===== src/design/ctxp_pkg.sv =====
// ----------------------------------------------------------------------------
// ctxp_pkg
// Shared types and constants of the chained table xor packet cipher: queue
// entry layouts, key constants and the divider step count.
// ----------------------------------------------------------------------------
package ctxp_pkg;

   // key schedule constants
   localparam logic [31:0] KEY_STEP = 32'h2E6D23C1;
   localparam logic [31:0] NEXT_ADD = 32'h08088405;

   // full block width in bytes
   localparam logic [2:0] FULL_BYTES = 3'd4;

   // a data word with this byte count is dropped
   localparam logic [2:0] NO_BYTES = 3'd0;

   // request word kinds
   typedef enum logic {
      FUNC_LOAD = 1'b0,
      FUNC_DATA = 1'b1
   } func_code_type;

   // request queue between front and back
   localparam int FQ_DEPTH = 4;
   localparam int FQ_AW    = $clog2(FQ_DEPTH);
   localparam int FQ_CW    = $clog2(FQ_DEPTH + 1);

   // result queue at the output
   localparam int OQ_DEPTH = 2;
   localparam int OQ_AW    = $clog2(OQ_DEPTH);
   localparam int OQ_CW    = $clog2(OQ_DEPTH + 1);

   // restoring divider, one quotient bit a cycle over a 32-bit dividend
   localparam int          DIV_STEPS = 32;
   localparam int          DIV_CW    = $clog2(DIV_STEPS + 1);

   // classified request word
   typedef struct packed {
      logic        is_load;
      logic [7:0]  table_addr;
      logic [31:0] word;
      logic [2:0]  byte_count;
      logic        first;
      logic [13:0] total_blocks;
      logic [31:0] start_key;
      logic        last;
   } req_entry_type;

   // head of the request queue as seen by the back end
   typedef struct packed {
      logic          valid;
      req_entry_type entry;
   } fq_head_type;

   // result word
   typedef struct packed {
      logic [31:0] out_word;
      logic [2:0]  out_bytes;
      logic        out_last;
      logic [31:0] next_key;
   } rsp_entry_type;

   // mask of the valid low bytes of a tail word
   function automatic logic [31:0] byte_keep(input logic [2:0] count);
      logic [31:0] keep;
      case (count)
         3'd1: keep = 32'h0000_00FF;
         3'd2: keep = 32'h0000_FFFF;
         3'd3: keep = 32'h00FF_FFFF;
         default: keep = 32'hFFFF_FFFF;
      endcase
      return keep;
   endfunction

endpackage


===== src/design/ctxp_front.sv =====
// ----------------------------------------------------------------------------
// ctxp_front
// Accepts request words, drops empty data words, clamps the byte count and
// queues the classified word for the back end.
// ----------------------------------------------------------------------------
module ctxp_front
   import ctxp_pkg::*;
(
   input  logic        clock,
   input  logic        reset,
   input  logic        req_push,
   output logic        req_full,
   input  logic        req_func,
   input  logic [7:0]  req_table_addr,
   input  logic [31:0] req_table_word,
   input  logic [31:0] req_data_word,
   input  logic [2:0]  req_byte_count,
   input  logic        req_first,
   input  logic [13:0] req_total_blocks,
   input  logic [31:0] req_start_key,
   input  logic        req_last,
   output fq_head_type head,
   input  logic        head_pop
);

   req_entry_type     fq_mem [FQ_DEPTH];
   logic [FQ_AW-1:0]  wp_ff,  wp_in;
   logic [FQ_AW-1:0]  rp_ff,  rp_in;
   logic [FQ_CW-1:0]  cnt_ff, cnt_in;
   req_entry_type     entry;
   logic              store;
   logic              deq;

   // classify the incoming word
   always_comb begin
      entry.is_load      = (req_func == FUNC_LOAD);
      entry.table_addr   = req_table_addr;
      entry.word         = (req_func == FUNC_DATA) ? req_data_word : req_table_word;
      entry.byte_count   = (req_byte_count > FULL_BYTES) ? FULL_BYTES : req_byte_count;
      entry.first        = req_first;
      entry.total_blocks = req_total_blocks;
      entry.start_key    = req_start_key;
      entry.last         = req_last;
   end

   assign req_full = (cnt_ff == FQ_CW'(FQ_DEPTH));
   assign store    = req_push & ~req_full
                     & ~((req_func == FUNC_DATA) & (req_byte_count == NO_BYTES));
   assign deq      = head_pop & (cnt_ff != '0);

   // queue pointers
   always_comb begin
      wp_in  = store ? wp_ff + FQ_AW'(1) : wp_ff;
      rp_in  = deq ? rp_ff + FQ_AW'(1) : rp_ff;
      cnt_in = cnt_ff + FQ_CW'(store) - FQ_CW'(deq);
   end

   always_ff @(posedge clock) begin
      if (reset) begin
         wp_ff  <= '0;
         rp_ff  <= '0;
         cnt_ff <= '0;
      end else begin
         wp_ff  <= wp_in;
         rp_ff  <= rp_in;
         cnt_ff <= cnt_in;
      end
   end

   // queue storage
   always_ff @(posedge clock) begin
      if (store) begin
         fq_mem[wp_ff] <= entry;
      end
   end

   assign head.valid = (cnt_ff != '0);
   assign head.entry = fq_mem[rp_ff];

endmodule


===== config.mk =====
export PLATFORM = sky130hd
export DESIGN_NAME = ctxp_front
export DESIGN_NICKNAME = d
export VERILOG_FILES = /design/src/design/ctxp_pkg.sv /design/src/design/ctxp_front.sv
export SDC_FILE = /design/constraint.sdc
export NUM_CORES = 1
export LEC_CHECK = 0
export BUFFER_PORTS_ARGS = -buffer_cell sky130_fd_sc_hd__clkbuf_2
export CORE_ASPECT_RATIO = 1.2
export CORE_MARGIN = 8
export CORE_UTILIZATION = 60
export CTS_CLUSTER_DIAMETER = 60
export DETAILED_ROUTE_END_ITERATION = 10
export PLACE_DENSITY = 0.92
export SLEW_MARGIN = 20
export SYNTH_ARGS = -nofsm -noshare
export SYNTH_HDL_FRONTEND = slang
export SYNTH_SLANG_ARGS = --single-unit

===== constraint.sdc =====
create_clock -name clock -period 9.9 [get_ports clock]
set_input_delay 0.495 -clock clock [delete_from_list [all_inputs] [get_ports clock]]
set_output_delay 0.495 -clock clock [all_outputs]
set_load 0.02 [all_outputs]

==> impl_results.md <==
- Post-CTS Hold Buffers: 0
- DR iter-0 viols: 530
- Crit path cell chain: buf_6 -> mux4_2 -> clkbuf_2
- CTS root buf: clkbuf_16
- Gr ovfl total: 0
- Avg WL per Cell: 24.41 um
- Startpoint types: flop
- CP max stage cell: dfxtp_4
- CTS clk-pin slew, worst paths: roughly 0.06 ns
- CTS-repair resized insts: 0
- H-tree depth: 2
- Die area: about 29000 um^2
- Netlist cell types: 25
- Die W: roughly 160 um
- Share of the synthesized area in the top cell type: a little under 80%
- Clk_skew: 0.01286 ns
- Fmax: 288.3 MHz
- Leading area contributor after synthesis: edfxtp_1
- Worst IR Drop VDD: ~0.19 mV
- N_diodes: 0
- Number of global-route vias before repair: approximately 7300
- Via count: about 6700
- Period utilisation layout: a little over a third
- Fin area: approximately 17000 um^2
- Synth Instances: ~570
- Final net count: around 940
- Number of CTS-inserted buffers: 36
- Pin count of the biggest net entering global routing: 63
- CP max stage delay: 0.92 ns
- Buf/Inv on CP: 2
- Max clock buf depth: 3
- Worst Tran Pin Value: 1.041 ns
- Final setup viols: 0
- Max cap viols: 0
- Layout cells sized above 1: between 40% and 50%
- Worst slew margin: between 30% and 40%
- Number of port buffers: roughly 220
- Total iterations of the first detailed-routing run: 4
- Routed WL: 27.96 mm
- First-pass GRT wire length: 42.13 mm
- Top-Level Pins: about 220
- GRT Overall Usage: about 20%
- Avg Inst Size Synth: ~25 um^2
- Status: completed
- Synth warn: 0
- Crit path max fanout: 51
- Fill cells: roughly 1400
- Final setup TNS: 0 ns
- Register area share after synthesis: between 70% and 80%
- Final ANT Viol Nets: 0
- Final hold violation count: 0
- Placed Area: 15570 um^2
- PwrDens: approximately 270 nW/um^2
- Die Y: approximately 180 um
- Core area: ~23000 um^2
- Antenna violations before repair: 0
- Residual DRC count: 0
- Tmin final: about 3.5 ns
- HP Class: in -> reg
- Kind of cell adding the most delay to the critical path: flip-flops
- Clock sinks: approximately 380
- Post-CTS Setup Inserts: 0
- Post-DP HPWL: about 17 mm
- Required time of the critical path: between 9 and 10 ns
- Worst-skew pair later-pin latency: ~0.50 ns
- Avg Vias per Cell: between 5 and 6
- CTS tree: built
- RSZ-0062 raised after global routing: false
- Static leakage: 0.005712 uW
- Synth Register Bits: approximately 380
- Top cells by area, synth: edfxtp_1, mux4_2, mux2_2
- P&R area growth vs syn: 17.63%
- Data arrival, critical path: roughly 3.0 ns
- CP Capture Type: primary output
- Cell row count: between 60 and 70
- GP Congestion: 0.7379
- Initial core utilization: 61.14%
- Synthesized area: ~14000 um^2
- Post-Syn Nets: 704
- Slew Limit Fails: 0
- WS Path Type: reg -> out
==> path summary, 6_finish.rpt <==
path                    to                start  slack (ns)  cells after the start
min reg2reg       wp_ff[1]             wp_ff[1]        0.52                      2
max reg2reg  fq_mem[3][66]            cnt_ff[1]        7.18                      4
min          fq_mem[0][39]  req_total_blocks[6]        0.20                      1
max               head[39]                 flop        6.43                      3
==> cells by family after synthesis <==
family	share of synthesized area (%)
fa+ha+maj	0.6703
flops	79.17
mux	17.32
buf+inv	1.438
compound gates	0.1235
xor+xnor	0.1853
simple gates	1.094
==> metrics by stage <==
step                      setup WS (ns)  hold slack, ns  power, uW  utilization (%)  cells
after global routing              6.166          0.1879       4594            71.92   1145
after floorplan                   6.200          0.4820       2832                -    569
after global placement            6.415          0.5058       3146            67.09   1085
final                             6.432          0.2048       4422            71.92   1145
after CTS                         6.047          0.1847       4477            71.90   1145
after detailed placement          6.331          0.5134       3171            67.09   1085
==> layer usage <==
metal  track usage (%)  vias up  wire length [um]
met4             7.124        0               847
met1             23.67     3448             10370
met5                 0        -                 0
met2             33.90      287             14690
li1                  -     2891                 -
met3             4.499       53              2049
==> Yosys cell counts <==
library cell  count
mux2i_1           1
fa_1              1
mux4_2           92
clkbuf_1          4
buf_6             9
inv_1             6
nor2b_1           3
nor4b_4           1
o311ai_0          1
nor3b_2           1
mux2_4            1
xnor2_1           1
or3_1             1
buf_2            13
dfxtp_1           9
nand2b_1          2
edfxtp_1        368
o31a_1            1
and2_1            5
mux2_2           32
nor3b_4           1
ha_1              6
xor2_1            2
nor3_1            1
nor2_1            7
==> final cells by class <==
type | count | area (um^2) | area share, %
well taps | 315 | 394.1 | 2.362
multi-input cells | 160 | 2761 | 16.55
flip-flops and latches | 377 | 11240 | 67.35
repair buffers | 227 | 1155 | 6.921
inverters | 6 | 22.52 | 0.1350
clock inverters | 13 | 142.6 | 0.8548
clock buffers | 47 | 973.4 | 5.833
==> power breakdown <==
group          leakage (uW)  internal, uW  switching, uW
logic               0.00173           446            623
registers           0.00344          1950           97.8
clock network      0.000539           769            534
==> cells in the final DEF (no fill, tap or decap), drive strengths merged, types with 2 or more instances in the layout <==
cell type / netlist / final
dfxtp: 9 / 9
nor3b: 2 / 2
nor2: 7 / 7
nand2b: 2 / 2
mux2: 33 / 33
clkinv: 0 / 7
bufinv: 0 / 3
mux4: 92 / 92
nor2b: 3 / 3
edfxtp: 368 / 368
ha: 6 / 6
inv: 6 / 8
buf: 22 / 6
xor2: 2 / 2
and2: 5 / 5
clkbuf: 4 / 268
==> registers in the layout (all words and copies together) (netlist names), named ones only <==
| register | flops |
|---|---|
| fq_mem | 368 |
| cnt_ff | 3 |
| rp_ff | 2 |
| wp_ff | 2 |
Power figures use the tool's default switching activity.
